==> src/design/srp_pkg.sv <==
// ----------------------------------------------------------------------------
// srp_pkg
// Shared types and constants for the shelf rectangle packer.
// ----------------------------------------------------------------------------
package srp_pkg;

  localparam int MAX_SIDE  = 4096;
  localparam int MAX_PAGES = 256;

  localparam int SIDE_W  = 13;
  localparam int PAGE_W  = 8;
  localparam int CNT_W   = 9;
  localparam int GAP_W   = 8;
  localparam int X_W     = 14;
  localparam int Y_W     = 14;
  localparam int TALL_W  = 13;
  localparam int COORD_W = 12;
  localparam int SUM_W   = 16;

  localparam int IN_TDATA_W  = 80;
  localparam int OUT_TDATA_W = 32;
  localparam int CFG_IDX_W   = 2;
  localparam int CFG_DATA_W  = 13;

  localparam logic [SIDE_W-1:0] SIDE_CAP =
    SIDE_W'((MAX_SIDE < 8191) ? MAX_SIDE : 8191);
  localparam logic [CNT_W-1:0]  PAGE_CAP =
    CNT_W'((MAX_PAGES < 256) ? MAX_PAGES : 256);
  localparam logic [Y_W-1:0]    SHELF_Y_MAX = 14'd16383;

  localparam logic [SIDE_W-1:0] RST_ATLAS_W = 13'd1024;
  localparam logic [SIDE_W-1:0] RST_ATLAS_H = 13'd1024;
  localparam logic [CNT_W-1:0]  RST_PAGES   = 9'd1;
  localparam logic [GAP_W-1:0]  RST_GAP     = 8'd1;

  typedef enum logic [CFG_IDX_W-1:0] {
    REG_ATLAS_WIDTH  = 2'd0,
    REG_ATLAS_HEIGHT = 2'd1,
    REG_PAGES_IN_USE = 2'd2,
    REG_GAP          = 2'd3
  } cfg_reg_t;

  typedef enum logic {
    ACT_ALLOC   = 1'b0,
    ACT_RESTORE = 1'b1
  } action_t;

  // effective (clamped) configuration
  typedef struct packed {
    logic [SIDE_W-1:0] aw;
    logic [SIDE_W-1:0] ah;
    logic [CNT_W-1:0]  pages;
    logic [GAP_W-1:0]  gap;
  } cfg_t;

  typedef struct packed {
    logic [PAGE_W-1:0] page;
    logic [X_W-1:0]    x;
    logic [Y_W-1:0]    y;
    logic [TALL_W-1:0] tall;
  } cursor_t;

  typedef struct packed {
    action_t           action;
    logic [SIDE_W-1:0] w;
    logic [SIDE_W-1:0] h;
    logic [PAGE_W-1:0] load_page;
    logic [SIDE_W-1:0] load_x;
    logic [SIDE_W-1:0] load_y;
    logic [SIDE_W-1:0] load_shelf;
  } req_t;

  typedef struct packed {
    logic               granted;
    logic [PAGE_W-1:0]  page;
    logic [COORD_W-1:0] x;
    logic [COORD_W-1:0] y;
  } res_t;

endpackage

==> src/design/srp_cfg.sv <==
// ----------------------------------------------------------------------------
// srp_cfg
// Configuration registers with clamping to effective values.
// ----------------------------------------------------------------------------
module srp_cfg (
  input  logic                           clk,
  input  logic                           rst_n,
  input  logic                           cfg_we,
  input  logic [srp_pkg::CFG_IDX_W-1:0]  cfg_index,
  input  logic [srp_pkg::CFG_DATA_W-1:0] cfg_wdata,
  output srp_pkg::cfg_t                  cfg
);

  logic [srp_pkg::SIDE_W-1:0] atlas_w_r;
  logic [srp_pkg::SIDE_W-1:0] atlas_h_r;
  logic [srp_pkg::CNT_W-1:0]  pages_r;
  logic [srp_pkg::GAP_W-1:0]  gap_r;
  logic [srp_pkg::CNT_W-1:0]  pages_lo;

  always_ff @(posedge clk) begin
    if (!rst_n) begin
      atlas_w_r <= srp_pkg::RST_ATLAS_W;
      atlas_h_r <= srp_pkg::RST_ATLAS_H;
      pages_r   <= srp_pkg::RST_PAGES;
      gap_r     <= srp_pkg::RST_GAP;
    end else if (cfg_we) begin
      unique case (srp_pkg::cfg_reg_t'(cfg_index))
        srp_pkg::REG_ATLAS_WIDTH:  atlas_w_r <= cfg_wdata[srp_pkg::SIDE_W-1:0];
        srp_pkg::REG_ATLAS_HEIGHT: atlas_h_r <= cfg_wdata[srp_pkg::SIDE_W-1:0];
        srp_pkg::REG_PAGES_IN_USE: pages_r   <= cfg_wdata[srp_pkg::CNT_W-1:0];
        srp_pkg::REG_GAP:          gap_r     <= cfg_wdata[srp_pkg::GAP_W-1:0];
        default: ;
      endcase
    end
  end

  assign pages_lo = (pages_r == '0) ? srp_pkg::CNT_W'(1) : pages_r;

  always_comb begin
    cfg.aw    = (atlas_w_r > srp_pkg::SIDE_CAP) ? srp_pkg::SIDE_CAP : atlas_w_r;
    cfg.ah    = (atlas_h_r > srp_pkg::SIDE_CAP) ? srp_pkg::SIDE_CAP : atlas_h_r;
    cfg.pages = (pages_lo > srp_pkg::PAGE_CAP) ? srp_pkg::PAGE_CAP : pages_lo;
    cfg.gap   = (gap_r == '0) ? srp_pkg::GAP_W'(1) : gap_r;
  end

endmodule

==> src/design/srp_place.sv <==
// ----------------------------------------------------------------------------
// srp_place
// Placement logic: restore, shelf move, page move, grant, next cursor.
// ----------------------------------------------------------------------------
module srp_place (
  input  srp_pkg::cfg_t    cfg,
  input  srp_pkg::cursor_t cur,
  input  srp_pkg::req_t    req,
  output srp_pkg::res_t    res,
  output srp_pkg::cursor_t nxt
);

  localparam int SW = srp_pkg::SUM_W;

  logic [SW-1:0] w16, h16, g16, aw16, ah16;
  logic [SW-1:0] ny, x_end1, y_end1;
  logic          bad, x_over, fits, last;
  logic [srp_pkg::X_W-1:0]    x1;
  logic [srp_pkg::Y_W-1:0]    y1;
  logic [srp_pkg::TALL_W-1:0] t1;
  logic [srp_pkg::CNT_W-1:0]  pm1;
  logic [srp_pkg::CNT_W-1:0]  page_inc;

  always_comb begin
    w16  = SW'(req.w);
    h16  = SW'(req.h);
    g16  = SW'(cfg.gap);
    aw16 = SW'(cfg.aw);
    ah16 = SW'(cfg.ah);

    bad = (req.w == '0) || (req.h == '0) ||
          (w16 + (g16 << 1) > aw16) || (h16 + (g16 << 1) > ah16);

    // shelf move
    x_over = SW'(cur.x) + w16 + g16 > aw16;
    ny     = SW'(cur.y) + SW'(cur.tall) + g16;
    x1     = x_over ? srp_pkg::X_W'(cfg.gap) : cur.x;
    y1     = !x_over ? cur.y :
             (ny > SW'(srp_pkg::SHELF_Y_MAX)) ? srp_pkg::SHELF_Y_MAX : ny[srp_pkg::Y_W-1:0];
    t1     = x_over ? '0 : cur.tall;

    y_end1 = SW'(y1) + h16 + g16;
    fits   = y_end1 <= ah16;
    x_end1 = SW'(x1) + w16 + g16;

    page_inc = srp_pkg::CNT_W'(cur.page) + srp_pkg::CNT_W'(1);
    last     = page_inc >= cfg.pages;
    pm1      = cfg.pages - srp_pkg::CNT_W'(1);

    res = '0;
    nxt = cur;
    priority if (req.action == srp_pkg::ACT_RESTORE) begin
      nxt.page = (srp_pkg::CNT_W'(req.load_page) > pm1) ?
                 pm1[srp_pkg::PAGE_W-1:0] : req.load_page;
      nxt.x    = srp_pkg::X_W'(req.load_x);
      nxt.y    = srp_pkg::Y_W'(req.load_y);
      nxt.tall = req.load_shelf;
    end else if (bad) begin
      nxt = cur;
    end else if (fits) begin
      res.granted = 1'b1;
      res.page    = cur.page;
      res.x       = x1[srp_pkg::COORD_W-1:0];
      res.y       = y1[srp_pkg::COORD_W-1:0];
      nxt.x       = x_end1[srp_pkg::X_W-1:0];
      nxt.y       = y1;
      nxt.tall    = (req.h > t1) ? req.h : t1;
    end else if (last) begin
      // failed; shelf move sticks
      nxt.x    = x1;
      nxt.y    = y1;
      nxt.tall = t1;
    end else begin
      // fresh page always fits
      res.granted = 1'b1;
      res.page    = page_inc[srp_pkg::PAGE_W-1:0];
      res.x       = srp_pkg::COORD_W'(cfg.gap);
      res.y       = srp_pkg::COORD_W'(cfg.gap);
      nxt.page    = page_inc[srp_pkg::PAGE_W-1:0];
      nxt.x       = srp_pkg::X_W'(w16 + (g16 << 1));
      nxt.y       = srp_pkg::Y_W'(cfg.gap);
      nxt.tall    = req.h;
    end
  end

endmodule

==> src/design/shelf_rect_packer.sv <==
// A request passes through the input register, then the result register.
// Throughput: one request per cycle while the result side is not stalled; the cursor
// update closes through the placement logic between input and result registers.
// Reset (rst_n low, synchronous): registers go to 1024/1024/1 page/gap 1, cursor to
// page 0 at (1,1) with an empty shelf, both pipeline stages empty.
// ----------------------------------------------------------------------------
// shelf_rect_packer
// Shelf next-fit rectangle allocator over multiple atlas pages.
// ----------------------------------------------------------------------------
module shelf_rect_packer (
  input  logic                            clk,
  input  logic                            rst_n,
  input  logic                            cfg_we,
  input  logic [srp_pkg::CFG_IDX_W-1:0]   cfg_index,
  input  logic [srp_pkg::CFG_DATA_W-1:0]  cfg_wdata,
  input  logic                            in_tvalid,
  output logic                            in_tready,
  // rect_width, rect_height, load_page, load_x, load_y, load_shelf, zero pad
  input  logic [srp_pkg::IN_TDATA_W-1:0]  in_tdata,
  // action
  input  logic [0:0]                      in_tuser,
  output logic                            out_tvalid,
  input  logic                            out_tready,
  // out_page, place_x, place_y
  output logic [srp_pkg::OUT_TDATA_W-1:0] out_tdata,
  // granted
  output logic [0:0]                      out_tuser
);

  srp_pkg::cfg_t    cfg;
  srp_pkg::req_t    req_r, req_in;
  srp_pkg::res_t    res_r, res_nxt;
  srp_pkg::cursor_t cur_r, cur_nxt;
  logic             req_v_r, out_v_r, adv;

  srp_cfg u_cfg (
    .clk       (clk),
    .rst_n     (rst_n),
    .cfg_we    (cfg_we),
    .cfg_index (cfg_index),
    .cfg_wdata (cfg_wdata),
    .cfg       (cfg)
  );

  srp_place u_place (
    .cfg (cfg),
    .cur (cur_r),
    .req (req_r),
    .res (res_nxt),
    .nxt (cur_nxt)
  );

  always_comb begin
    req_in.action     = srp_pkg::action_t'(in_tuser[0]);
    req_in.w          = in_tdata[12:0];
    req_in.h          = in_tdata[25:13];
    req_in.load_page  = in_tdata[33:26];
    req_in.load_x     = in_tdata[46:34];
    req_in.load_y     = in_tdata[59:47];
    req_in.load_shelf = in_tdata[72:60];
  end

  assign adv       = !out_v_r || out_tready;
  assign in_tready = !req_v_r || adv;

  always_ff @(posedge clk) begin
    if (!rst_n) begin
      req_v_r <= 1'b0;
      out_v_r <= 1'b0;
      cur_r   <= '{page: '0, x: srp_pkg::X_W'(1), y: srp_pkg::Y_W'(1), tall: '0};
    end else begin
      if (in_tready) req_v_r <= in_tvalid;
      if (adv) begin
        out_v_r <= req_v_r;
        if (req_v_r) cur_r <= cur_nxt;
      end
    end
  end

  always_ff @(posedge clk) begin
    if (in_tready && in_tvalid) req_r <= req_in;
    if (adv && req_v_r) res_r <= res_nxt;
  end

  assign out_tvalid   = out_v_r;
  assign out_tuser[0] = res_r.granted;
  assign out_tdata    = {res_r.y, res_r.x, res_r.page};

endmodule

==> config.mk <==
export PLATFORM = sky130hd
export DESIGN_NAME = shelf_rect_packer
export DESIGN_NICKNAME = d
export VERILOG_FILES = /design/src/design/srp_pkg.sv /design/src/design/srp_cfg.sv /design/src/design/srp_place.sv /design/src/design/shelf_rect_packer.sv
export SDC_FILE = /design/constraint.sdc
export NUM_CORES = 1
export LEC_CHECK = 0
export BUFFER_PORTS_ARGS = -buffer_cell sky130_fd_sc_hd__clkbuf_2
export CAP_MARGIN = 5
export CORE_MARGIN = 3
export CORE_UTILIZATION = 50
export DETAILED_ROUTE_END_ITERATION = 8
export GPL_TIMING_DRIVEN = 0
export PLACE_DENSITY = 0.69
export SLEW_MARGIN = 20
export SYNTH_ARGS = -nofsm -noshare
export SYNTH_HDL_FRONTEND = slang
export SYNTH_SLANG_ARGS = --single-unit
==> constraint.sdc <==
create_clock -name clk -period 17.75 [get_ports clk]
set_input_delay 3.55 -clock clk [delete_from_list [all_inputs] [get_ports clk]]
set_output_delay 3.55 -clock clk [all_outputs]
set_load 0.1 [all_outputs]
After elaboration in Yosys (flattened, before gate mapping)
Index checks and enable logic that the tools add are counted.
{"block": "word_totals", "register_bits": 201, "inputBits": 101, "wordCells": 90}
{"block": "op_classes", "magnitude_cmp": 11, "add_sub_neg": 12, "n_reduce_logical": 21, "n_eq_ne": 6, "mux": 19}
{"cell": "2-to-1 mux 49 bit", "count": 2}
{"cell": "2-to-1 mux 41 bit", "count": 2}
{"cell": "2-to-1 mux 33 bit", "count": 2}
{"cell": "2-to-1 mux 13 bit", "count": 4}
{"cell": "adder 16 x 8 -> 16 bit", "count": 3}
{"cell": "> comparator 16 x 13 -> 1 bit", "count": 3}
{"cell": "adder 14 x 13 -> 15 bit", "count": 3}
{"cell": "2-to-1 mux 14 bit", "count": 3}
{"cell": "2-to-1 mux 8 bit", "count": 4}
{"cell": "adder 13 x 9 -> 14 bit", "count": 2}
{"cell": "> comparator 13 bit, second input constant", "count": 2}
{"cell": "zero test 13 bit", "count": 2}
{"cell": "2-to-1 mux 9 bit", "count": 2}
{"cell": "> comparator 16 x 14 -> 1 bit, second input constant", "count": 1}
{"cell": "less-or-equal comparator 16 x 13 -> 1 bit", "count": 1}
{"cell": "adder 14 x 13 -> 14 bit", "count": 1}
{"cell": "adder 14 x 8 -> 14 bit", "count": 1}
{"cell": "> comparator 13 bit", "count": 1}
{"cell": "adder 8 x 1 -> 9 bit, second input constant", "count": 1}
{"cell": "greater-or-equal comparator 9 bit", "count": 1}
{"cell": "> comparator 8 x 9 -> 1 bit", "count": 1}
{"cell": "> comparator 9 bit, second input constant", "count": 1}
{"cell": "zero test 9 bit", "count": 1}
{"cell": "subtractor 9 x 1 -> 9 bit, second input constant", "count": 1}
{"cell": "other kinds (12)", "count": 24}

Longest topological paths before layout
Gate-level depths: netlist of the first run.
{"block": "logic_depth", "word_depth": 12, "mapped_depth": 52, "ltp_nobuf": 48}

Hierarchy
A second synthesis of the first run with hierarchy kept.
{"block": "unflattened", "hier_cells": 1734, "hier_area_um2": 15939.0}
{"mod": "srp_place", "cells_each": 1197, "area_each_um2": 8748.4, "instances": 1}
{"mod": "shelf_rect_packer", "cells_each": 330, "area_each_um2": 5273.8, "instances": 1}
{"mod": "srp_cfg", "cells_each": 207, "area_each_um2": 1916.8, "instances": 1}

Worst setup path before layout of the first run
OpenSTA, ideal clock, no wires.
{"block": "synth_path", "path_kind": "reg-to-reg", "start": "reg req_r[60] (netlist bit)", "end": "reg cur_r[4] (netlist bit)", "setup_time_ns": 0.088, "path_stages_with_launch": 48, "arrival_time_ns": 9.961, "setup_slack_ns": 7.701, "synth_period_minus_slack_ns": 10.049, "cell_sequence": "edfxtp_1 -> ha_1 -> inv_1 -> fa_1 -> nor2b_1 -> o2111ai_1 -> nand2_1 -> xor2_1 -> ha_1 -> and2_1 -> o21ai_0 -> a31oi_1 -> o211ai_2 -> or4_4 -> xnor2_1 -> ha_1 -> nand4_1 -> a221oi_1 -> [12 not listed] -> nor2_1 -> xnor2_1 -> ha_1 -> and4_1 -> o21ai_0 -> a21oi_1 -> xor2_1 -> ha_1 -> a21o_1 -> a21o_1 -> a2111oi_0 -> a21oi_1 -> a2111oi_1 -> mux2_4 -> mux2i_1 -> clkbuf_1 -> nor3_1 -> o32ai_2"}
{"block": "synth_between", "elab_chain_cells": 10}
{"item": "start, declared", "line_no": "shelf_rect_packer.sv:31", "rtl": "srp_pkg::req_t req_r, req_in;"}
{"item": "start signal, assigned", "line_no": "shelf_rect_packer.sv:81", "rtl": "if (in_tready && in_tvalid) req_r <= req_in;"}
{"item": "adder 14 x 13 -> 15 bit", "line_no": "srp_place.sv:35", "rtl": "x_over = SW'(cur.x) + w16 + g16 > aw16;"}
{"item": "adder 16 x 8 -> 16 bit", "line_no": "srp_place.sv:35"}
{"item": "> comparator 16 x 13 -> 1 bit", "line_no": "srp_place.sv:35"}
{"item": "2-to-1 mux 14 bit", "line_no": "srp_place.sv:38", "rtl": "y1 = !x_over ? cur.y :"}
{"item": "adder 14 x 13 -> 15 bit", "line_no": "srp_place.sv:42", "rtl": "y_end1 = SW'(y1) + h16 + g16;"}
{"item": "adder 16 x 8 -> 16 bit", "line_no": "srp_place.sv:42"}
{"item": "less-or-equal comparator 16 x 13 -> 1 bit", "line_no": "srp_place.sv:43", "rtl": "fits = y_end1 <= ah16;"}
{"item": "2-to-1 mux 41 bit", "line_no": "srp_place.sv:60", "rtl": "end else if (fits) begin"}
{"item": "2-to-1 mux 49 bit", "line_no": "srp_place.sv:58", "rtl": "end else if (bad) begin"}
{"item": "2-to-1 mux 49 bit", "line_no": "srp_place.sv:52", "rtl": "priority if (req.action == srp_pkg::ACT_RESTORE) begin"}
{"item": "end signal, assigned", "line_no": "shelf_rect_packer.sv:70", "rtl": "cur_r <= '{page: '0, x: srp_pkg::X_W'(1), y: srp_pkg::Y_W'(1), tall: '0};"}
{"item": "end signal, assigned", "line_no": "shelf_rect_packer.sv:75", "rtl": "if (req_v_r) cur_r <= cur_nxt;"}
{"item": "end, declared", "line_no": "shelf_rect_packer.sv:33", "rtl": "srp_pkg::cursor_t cur_r, cur_nxt;"}
Several ways; a longest one is shown, not always the timed one. The select of a mux whose other input is x is not followed.
A chain may end at the register's enable or synchronous reset.

Worst setup path after layout of the first run
{"block": "layout_path", "start": "reg req_r[60] (netlist bit)", "end": "reg res_r (netlist bit out_tdata[26]) (data pin)"}
{"block": "layout_between", "elab_chain_cells": 8}
{"item": "adder 14 x 13 -> 15 bit", "line_no": "srp_place.sv:35"}
{"item": "adder 16 x 8 -> 16 bit", "line_no": "srp_place.sv:35"}
{"item": "> comparator 16 x 13 -> 1 bit", "line_no": "srp_place.sv:35"}
{"item": "2-to-1 mux 14 bit", "line_no": "srp_place.sv:38"}
{"item": "adder 14 x 13 -> 15 bit", "line_no": "srp_place.sv:42"}
{"item": "adder 16 x 8 -> 16 bit", "line_no": "srp_place.sv:42"}
{"item": "less-or-equal comparator 16 x 13 -> 1 bit", "line_no": "srp_place.sv:43"}
{"item": "2-to-1 mux 33 bit", "line_no": "srp_place.sv:60"}
{"item": "end signal, assigned", "line_no": "shelf_rect_packer.sv:82", "rtl": "if (adv && req_v_r) res_r <= res_nxt;"}
{"item": "end, declared", "line_no": "shelf_rect_packer.sv:32", "rtl": "srp_pkg::res_t res_r, res_nxt;"}
Several ways; a longest one is shown, not always the timed one.

==> impl_metrics.yaml, run 1 <==
synth:
  postSynthAreaPerCell_um2: 9.09
  ys.warnings.count: 0
  yosys-top-cells-area: "edfxtp_1 21%, ha_1 15%, dfxtp_1 12%"
  yosysSeqAreaShare_pct: 33.4
  syn_nets: 1976
  synth_cell_types: 89
  ys_async_sr_fraction_pct: 0
  ys.flop_type: "edfxtp_1"
  yosysTopAreaCellShare_pct: 21.1
  synth_seq_cells: 201
  syn_area_mm2: 0.0152
  synth_area_leader_cell: "edfxtp_1"
  synth-edff-count: 107
  synth_cells: 1676
critical_path:
  rrSetupSlack_ns: 4.69
  path_common_cell: "ha_1"
  cp_slowest_cell: "a2111oi_1"
  cp-startpoint: "req_r[60]$_DFFE_PP_"
  critical_path_arrival_ns: 13.43
  cp.required_ns: 18.12
  r2r_end: "out_tdata[26]$_SDFFCE_PP0P_"
  path_class: "reg -> reg"
  cp-start-kind: "flop"
  crit_end: "out_tdata[26]$_SDFFCE_PP0P_"
  r2r_start: "req_r[60]$_DFFE_PP_"
  crit_fanout: 10
  cp_slowest_stage_delay_ns: 0.83
  endpoint_kind: "flop"
  reg2reg_depth: 47
grt:
  gr-total-overflow: 0
  grt_pass1_wl_um: 72300
  grt_pass1_vias: 13000
  track_usage_pct: 28.0
  grt_max_degree: 47
  antenna_found_initial: 0
layout:
  finish.instance_area_mm2: 0.0172
  layout.nets: 2130
  regArea_mm2: 0.00509
  multiInputGateArea_mm2: 0.00960
  nFillCells: 2702
  drive_above_1_share_pct: 11.5
  finish.utilization_pct: 57.6
  num_antenna_cells: 0
  syn2layout_area_growth_pct: 12.7
route:
  routed_wl_um: 47600
  via_count: 13600
  drt_first_iter_violations: 1308
  vias_per_cell: 6.10
  ant_nets: 0
  drc: 0
  drt_pass1_iterations: 6
  wl_per_cell_um: 21.3
pwr:
  vdd_drop_max_mv: 0.0897
  cellLeakagePower_nw: 7.25
  p_per_area_mw_per_mm2: 122
clock_network:
  cts_hold_buf: 0
  clkLatencyLatePin_ns: 0.53
  cts_root_buffer: "clkbuf_16"
  cts.sinks: 201
  clkTransAtPathRegs_ns: 0.06
  htreeDepth: 1
  post_cts_buffers: 0
  cts_tree: "built"
  cts_resized: 0
  cts_buffer_depth: 3
  cts_buffers: 23
sta:
  grt_setup_unrepaired: "false"
  period_minus_slack_ns: 13.06
  fin_setup_tns_ns: 0
  finClkSkew_ns: 0.0130
  slew_headroom_pct: 30.0
  max_freq_mhz: 76.6
  worst_slew_pin_slew_ns: 1.04
  hold_viol: 0
  hold_ws_ns: 0.457
  slew_violations: 0
  setup_viol: 0
  finalCritPeriodShare_pct: 73.6
placed_design:
  dp_hpwl_um: 37600
  dpl_cell_area_mm2: 0.0164
  port_buffers: 127
  gp_congestion: 0.986
run:
  max_cap_viol_count: 0
die:
  die_w_um: 181
  die_area_mm2: 0.0326
  pin_count: 136
  rows: 63
  die_h_um: 181
  core_mm2: 0.0298
  initial_core_util_pct: 51.1
min_path:
  min_path_type: "reg -> reg"
outcome:
  outcome: "completed"
metrics by stage:
stage | total power (W) | instances | setup slack [ns]
floorplan | 0.00134 | 1676 | 7.70
global placement | 0.00157 | 2193 | 5.06
detailed placement | 0.00159 | 2195 | 5.06
CTS | 0.00208 | 2235 | 4.97
global route | 0.00223 | 2235 | 3.88
finish | 0.00209 | 2235 | 4.69
layout make-up:
type,count,share of cell area (%)
clock buffer,31,3.77
buffer,70,1.73
timing repair buffer,129,3.98
tap,390,2.84
inverter,66,1.44
multi-input combinational,1339,55.9
clock inverter,9,0.605
sequential,201,29.7
power breakdown:
part	total [W]	switching [W]	internal [W]
sequential	0.000553	0.0000316	0.000521
clock	0.000480	0.000195	0.000284
combinational	0.00106	0.000642	0.000418
layout by cell type (no fill, tap or decap), drive strengths merged, types with 19 or more instances in the layout:
cell	count
nand2	226
clkbuf	212
ha	182
a21oi	129
edfxtp	107
dfxtp	94
nor2	88
o21ai	82
inv	65
xnor2	62
nand3	34
a21o	33
nor3	30
xor2	29
o211ai	29
nor2b	26
a31oi	25
nand4	24
and2	24
o21a	23
a22o	21
and3	19
mux2i	19
synth_stat cells, drive strengths merged, types with 4 or more instances:
| cell type | instances |
|---|---|
| inv | 64 |
| clkbuf | 54 |
| nor3b | 6 |
| or3 | 8 |
| xor2 | 29 |
| mux2i | 19 |
| o21ai | 82 |
| o211ai | 29 |
| xnor2 | 62 |
| o21a | 23 |
| o2bb2ai | 7 |
| nor3 | 30 |
| nor2b | 26 |
| a21o | 33 |
| dfxtp | 94 |
| o211a | 4 |
| and3 | 19 |
| or2 | 10 |
| a221oi | 11 |
| nand4 | 24 |
| a31oi | 25 |
| o311ai | 4 |
| a22o | 21 |
| a311oi | 8 |
| o21bai | 11 |
| buf | 16 |
| a21boi | 11 |
| edfxtp | 107 |
| o22a | 12 |
| ha | 182 |
| a2111oi | 5 |
| or4 | 4 |
| o31ai | 5 |
| nor4 | 12 |
| nand2b | 18 |
| o32ai | 14 |
| nand2 | 226 |
| a211oi | 7 |
| nor2 | 88 |
| fa | 17 |
| o2111ai | 5 |
| nand3 | 34 |
| and2 | 24 |
| mux2 | 11 |
| a21oi | 129 |
how the worst min path moves through the flow:
stage	slack (ns)	depth (start not counted)	startpoint	endpoint
floorplan	0.43	2	u_cfg.atlas_h_r[0]$_SDFFE_PN0P_	u_cfg.atlas_h_r[0]$_SDFFE_PN0P_
global placement	0.45	2	u_cfg.atlas_h_r[7]$_SDFFE_PN0P_	u_cfg.atlas_h_r[7]$_SDFFE_PN0P_
detailed placement	0.45	2	u_cfg.atlas_w_r[4]$_SDFFE_PN0P_	u_cfg.atlas_w_r[4]$_SDFFE_PN0P_
CTS	0.46	2	u_cfg.atlas_h_r[4]$_SDFFE_PN0P_	u_cfg.atlas_h_r[4]$_SDFFE_PN0P_
global route	0.48	2	u_cfg.atlas_w_r[5]$_SDFFE_PN0P_	u_cfg.atlas_w_r[5]$_SDFFE_PN0P_
finish	0.46	2	u_cfg.atlas_w_r[4]$_SDFFE_PN0P_	u_cfg.atlas_w_r[4]$_SDFFE_PN0P_
registers in the layout (all words and copies together) (netlist names):
name / flops
u_cfg.pages_r: 9
out_tuser: 1
u_cfg.gap_r: 8
u_cfg.atlas_h_r: 13
u_cfg.atlas_w_r: 13
req_r: 74
req_v_r: 1
out_tdata: 32
out_tvalid: 1
cur_r: 49
logic make-up (layout without fill, tap and decap cells):
group | after synthesis | in the layout | share of synthesized area (%)
DFF | 201 | 201 | 33.4
muxes | 30 | 30 | 2.09
and+or+nand+nor | 544 | 544 | 17.0
buffers and inverters | 136 | 305 | 3.57
adders and majority gates | 199 | 199 | 17.2
AOI/OAI and AO/OA | 475 | 475 | 21.4
xor gates and xnor gates | 91 | 91 | 5.23
critical path, delay by kind of cell (launching register included):
family	cells	cell delay (ns)
AOI/OAI and AO/OA	20	5.30
xor gates and xnor gates	4	0.56
adders and majority gates	8	2.57
buffers and inverters	5	1.44
DFF	1	0.50
muxes	1	0.52
and+or+nand+nor	9	2.00
metal layers:
layer  track usage [%]  share of wire (%)
met4              12.1                5.1
met1              37.9                 42
met5                 0                  0
met2              45.3                 46
met3              3.47                6.6
No activity file was read; power rests on OpenSTA's default activity.
==> run 2, diff against run 1 <==
==> constraint.sdc (replaced) <==
create_clock -name clk -period 13.44 [get_ports clk]
set_input_delay 2.688 -clock clk [delete_from_list [all_inputs] [get_ports clk]]
set_output_delay 2.688 -clock clk [all_outputs]
set_load 0.1 [all_outputs]
==> run 2 against run 1 <==
  * Worst setup slack worse by 3.7 ns
  * Core utilization up 0.084 points
  * Hold slack improved by 0.00056 ns
  * Critical path depth is the same
  * First-iteration DRC count is 3.1% higher
  * Largest power group unchanged
  * Cell count about the same
  * Critical path type unchanged
  * Cell area is 0.15% higher
  * Die area is the same
  * Highest routed layer unchanged
==> impl_metrics.yaml, run 2 (same netlist as run 1, synthesis figures left out) <==
route:
  vias_per_cell: 6.10
  ant_nets: 0
  routed_wl_um: 47500
  drt_first_iter_violations: 1348
  drt_pass1_iterations: 5
  drc: 0
  via_count: 13600
  wl_per_cell_um: 21.2
die:
  initial_core_util_pct: 51.1
  die_h_um: 181
  die_area_mm2: 0.0326
  rows: 63
  die_w_um: 181
  core_mm2: 0.0298
  pin_count: 136
sta:
  hold_ws_ns: 0.458
  slew_headroom_pct: 30.2
  period_minus_slack_ns: 12.47
  grt_setup_unrepaired: "false"
  worst_slew_pin_slew_ns: 1.04
  layout_setup_ws_ns: 0.973
  finalCritPeriodShare_pct: 92.8
  hold_viol: 0
  max_freq_mhz: 80.2
  setup_viol: 0
  slew_violations: 0
  fin_setup_tns_ns: 0
  finClkSkew_ns: 0.0140
critical_path:
  cp.required_ns: 13.87
  critical_path_arrival_ns: 12.90
  cp_slowest_stage_delay_ns: 0.60
  crit_family: "compound AO/OA/AOI/OAI gates"
  path_class: "reg -> reg"
  cp-start-kind: "flop"
  cp_slowest_cell: "o22ai_1"
  critPathBufInv: 4
  endpoint_kind: "flop"
  crit_fanout: 10
  path_common_cell: "ha_1"
placed_design:
  pre_cts_ws_ns: 0.750
  port_buffers: 127
  gp_congestion: 0.986
  dp_hpwl_um: 37600
  dpl_cell_area_mm2: 0.0164
clock_network:
  clkTransAtPathRegs_ns: 0.06
  htreeDepth: 1
  cts_buffers: 23
  cts_hold_buf: 0
  post_cts_buffers: 0
  cts.sinks: 201
  clkLatencyLatePin_ns: 0.53
  cts_buffer_depth: 3
  cts_resized: 0
  cts_root_buffer: "clkbuf_16"
  cts_tree: "built"
grt:
  grt_pass1_wl_um: 72300
  grt_max_degree: 47
  antenna_found_initial: 0
  gr-total-overflow: 0
  grt_pass1_vias: 13000
  track_usage_pct: 28.0
outcome:
  outcome: "completed"
layout:
  final_cell_mix: "226 x nand2_1, 182 x ha_1, 130 x clkbuf_2, 129 x a21oi_1, 107 x edfxtp_1"
  finish.utilization_pct: 57.7
  final_common_cell: "nand2_1"
  nFillCells: 2695
  finish.instance_area_mm2: 0.0172
  regArea_mm2: 0.00509
  layout.nets: 2130
  largest-register: "req_r"
  syn2layout_area_growth_pct: 12.8
  largest_reg_flops: 74
  multiInputGateArea_mm2: 0.00962
  drive_above_1_share_pct: 11.7
pwr:
  cellLeakagePower_nw: 7.25
  vdd_drop_max_mv: 0.118
  p_per_area_mw_per_mm2: 161
run:
  max_cap_viol_count: 0
min_path:
  min_path_type: "reg -> reg"
run 2: cell count changes in the layout (fill, tap and decap cells not counted), sizes merged:
cell | previous run | this run
diode | 0 | 1
run 2: worst register-to-register path: cells and delay by family, from the launching register on:
kind | cells | cell delay (ns)
multiplexers | 2 | 0.75
buffers and inverters | 4 | 1.07
AND/OR/NAND/NOR | 9 | 1.90
adder cells (fa/ha/maj) | 8 | 2.57
flip-flops | 1 | 0.51
AO/OA/AOI/OAI | 20 | 5.02
XOR/XNOR | 4 | 0.56
run 2: per-stage QoR:
stage | instances | total power, W
after CTS | 2235 | 0.00274
after global routing | 2235 | 0.00295
after global placement | 2193 | 0.00207
final | 2236 | 0.00277
after detailed placement | 2195 | 0.00210
after floorplan | 1676 | 0.00176
run 2: final timing paths:
check                                  start  slack [ns]                               to  depth (start not counted)
min          u_cfg.atlas_w_r[8]$_SDFFE_PN0P_        0.46  u_cfg.atlas_w_r[8]$_SDFFE_PN0P_                          2
max                      req_r[60]$_DFFE_PP_        0.97            cur_r[9]$_SDFFE_PN0P_                         47
min reg2reg  u_cfg.atlas_w_r[8]$_SDFFE_PN0P_        0.46  u_cfg.atlas_w_r[8]$_SDFFE_PN0P_                          2
max reg2reg              req_r[60]$_DFFE_PP_        0.97            cur_r[9]$_SDFFE_PN0P_                         47
run 2: layer usage:
layer / routed length (um) / global-route usage, % / vias up / share of wire (%)
li1: - / - / 6531 / -
met1: 19800 / 37.9 / 6413 / 42
met2: 21700 / 45.3 / 573 / 46
met3: 3520 / 3.47 / 131 / 7.4
met4: 2460 / 12.1 / 0 / 5.2
met5: 0 / 0 / - / 0
run 2: area by class of cell:
class                      count  share of cell area, %
timing repair buffer         129                   3.97
multi-input combinational   1339                   56.0
inverter                      66                   1.44
clock buffer                  31                   3.76
tap                          390                   2.84
clock inverter                 9                  0.604
antenna                        1                 0.0146
buffer                        70                   1.74
sequential                   201                   29.6
run 2: report_power, final:
group | leakage, nW | internal, W | switching [W] | total (W)
clock | 0.366 | 0.000376 | 0.000257 | 0.000633
sequential | 1.80 | 0.000688 | 0.0000420 | 0.000730
combinational | 5.08 | 0.000555 | 0.000851 | 0.00141
total | 7.25 | 0.00162 | 0.00115 | 0.00277
==> run 3, diff against run 2 <==
--- a/config.mk
+++ b/config.mk
@@ -8,10 +8,9 @@
 export BUFFER_PORTS_ARGS = -buffer_cell sky130_fd_sc_hd__clkbuf_2
 export CAP_MARGIN = 5
 export CORE_MARGIN = 3
-export CORE_UTILIZATION = 50
+export CORE_UTILIZATION = 35
 export DETAILED_ROUTE_END_ITERATION = 8
 export GPL_TIMING_DRIVEN = 0
-export PLACE_DENSITY = 0.69
 export SLEW_MARGIN = 20
 export SYNTH_ARGS = -nofsm -noshare
 export SYNTH_HDL_FRONTEND = slang
==> constraint.sdc (replaced) <==
create_clock -name clk -period 13.85 [get_ports clk]
set_input_delay 2.77 -clock clk [delete_from_list [all_inputs] [get_ports clk]]
set_output_delay 2.77 -clock clk [all_outputs]
set_load 0.1 [all_outputs]
==> run 3 against run 2 <==
  * Cell area up 1.6%
  * Core utilization shrank 17 points
  * Critical path depth unchanged
  * Hold slack better by 0.0014 ns
  * First-iteration DRC count shrank 35%
  * Clock skew rose by 0.0045 ns
  * Worst setup slack lost 0.080 ns
  * Clock power rose by 0.6%
  * Non-clock buffer count increased by 2
  * Combinational power down 3%
  * Total power fell by 1.9%
==> impl_metrics.yaml, run 3 (same netlist as run 1, synthesis figures left out) <==
outcome:
  outcome: "completed"
placed_design:
  dp_hpwl_um: 41200
  gp_congestion: 0.935
  port_buffers: 127
  dp.cells: 2384
layout:
  finish.utilization_pct: 41.1
  fin_cells: 2429
  largest-register: "req_r"
  nFillCells: 4214
  drive_above_1_share_pct: 11.6
  layout.nets: 2134
  num_antenna_cells: 0
  final_common_cell: "nand2_1"
  final_cell_mix: "226 x nand2_1, 182 x ha_1, 129 x a21oi_1, 129 x clkbuf_2, 107 x edfxtp_1"
  syn2layout_area_growth_pct: 14.6
  largest_reg_flops: 74
grt:
  track_usage_pct: 21.7
  gr-total-overflow: 0
  grt_pass1_vias: 13300
  grt_max_degree: 42
  antenna_found_initial: 0
  grt_pass1_wl_um: 77700
sta:
  finalCritPeriodShare_pct: 93.6
  finClkSkew_ns: 0.0186
  worst_slew_pin_slew_ns: 1.07
  slew_violations: 0
  hold_viol: 0
  hold_ws_ns: 0.459
  grt_setup_unrepaired: "false"
  setup_viol: 0
  period_minus_slack_ns: 12.96
  fin_setup_tns_ns: 0
  max_freq_mhz: 77.2
  slew_headroom_pct: 28.3
clock_network:
  cts_root_buffer: "clkbuf_16"
  cts_tree: "built"
  htreeDepth: 1
  cts.sinks: 201
  clkTransAtPathRegs_ns: 0.06
  post_cts_buffers: 0
  cts_resized: 0
  clkLatencyLatePin_ns: 0.55
  cts_hold_buf: 0
  cts_buffers: 25
  cts_buffer_depth: 3
critical_path:
  endpoint_kind: "flop"
  cp-start-kind: "flop"
  cp_slowest_cell: "o22ai_1"
  critPathBufInv: 5
  path_class: "reg -> reg"
  cp.required_ns: 14.24
  critical_path_arrival_ns: 13.35
  crit_family: "compound AO/OA/AOI/OAI gates"
  cp_slowest_stage_delay_ns: 0.63
  path_common_cell: "ha_1"
  crit_fanout: 10
route:
  drt_first_iter_violations: 882
  ant_nets: 0
  via_count: 13600
  wl_per_cell_um: 21.2
  drt_pass1_iterations: 5
  drc: 0
  vias_per_cell: 5.62
  routed_wl_um: 51500
die:
  initial_core_util_pct: 35.8
  core_mm2: 0.0425
  pin_count: 136
  die_h_um: 215
  rows: 75
  die_area_mm2: 0.0461
  die_w_um: 215
pwr:
  cellLeakagePower_nw: 7.26
  p_total_w: 0.00272
  vdd_drop_max_mv: 0.100
  p_per_area_mw_per_mm2: 156
run:
  max_cap_viol_count: 0
min_path:
  min_path_type: "reg -> reg"
==> run 3: per-stage QoR <==
step,area [um2],setup WS (ns)
6_report,17500,0.893
5_1_grt,17500,0.215
4_1_cts,17500,0.778
3_5_place_dp,16700,0.878
3_3_place_gp,16600,0.988
2_1_floorplan,15200,3.80
==> run 3: layer usage <==
| layer | vias to the layer above | global-route usage [%] | part of all wire (%) |
|---|---|---|---|
| li1 | 6546 | - | - |
| met1 | 6528 | 28.0 | 43 |
| met2 | 461 | 37.1 | 47 |
| met3 | 108 | 2.58 | 5.2 |
| met4 | 0 | 8.21 | 4.3 |
| met5 | - | 0 | 0 |
==> run 3: path summary, 6_finish.rpt <==
check,startpoint,to,slack [ns],cells past startpoint
setup reg to reg,req_r[60]$_DFFE_PP_,out_tdata[22]$_SDFFCE_PP0P_,0.89,47
hold reg to reg,u_cfg.atlas_h_r[8]$_SDFFE_PN0P_,u_cfg.atlas_h_r[8]$_SDFFE_PN0P_,0.46,2
setup / recovery,req_r[60]$_DFFE_PP_,out_tdata[22]$_SDFFCE_PP0P_,0.89,47
hold / removal,u_cfg.atlas_h_r[8]$_SDFFE_PN0P_,u_cfg.atlas_h_r[8]$_SDFFE_PN0P_,0.46,2
==> run 3: worst register-to-register path: cells and delay by family, from the launching register on <==
family	cells	cell delay (ns)
simple gates	9	2.04
mux	1	0.44
buf+inv	5	1.39
flops	1	0.56
xor+xnor	4	0.54
fa+ha+maj	8	2.55
compound gates	20	5.28
==> run 3: power breakdown <==
group	internal, W	switching [W]	total (W)
combinational	0.000536	0.000833	0.00137
clock	0.000368	0.000268	0.000637
sequential	0.000668	0.0000426	0.000710
total	0.00157	0.00114	0.00272
==> run 3: cell type report <==
class / count / area [um2] / share of cell area (%)
multi-input combinational: 1339 / 9600 / 55.0
sequential: 201 / 5090 / 29.2
clock inverter: 9 / 80.1 / 0.459
buffer: 70 / 298 / 1.71
inverter: 66 / 248 / 1.42
timing repair buffer: 131 / 714 / 4.09
clock buffer: 36 / 698 / 4.00
tap: 577 / 722 / 4.14
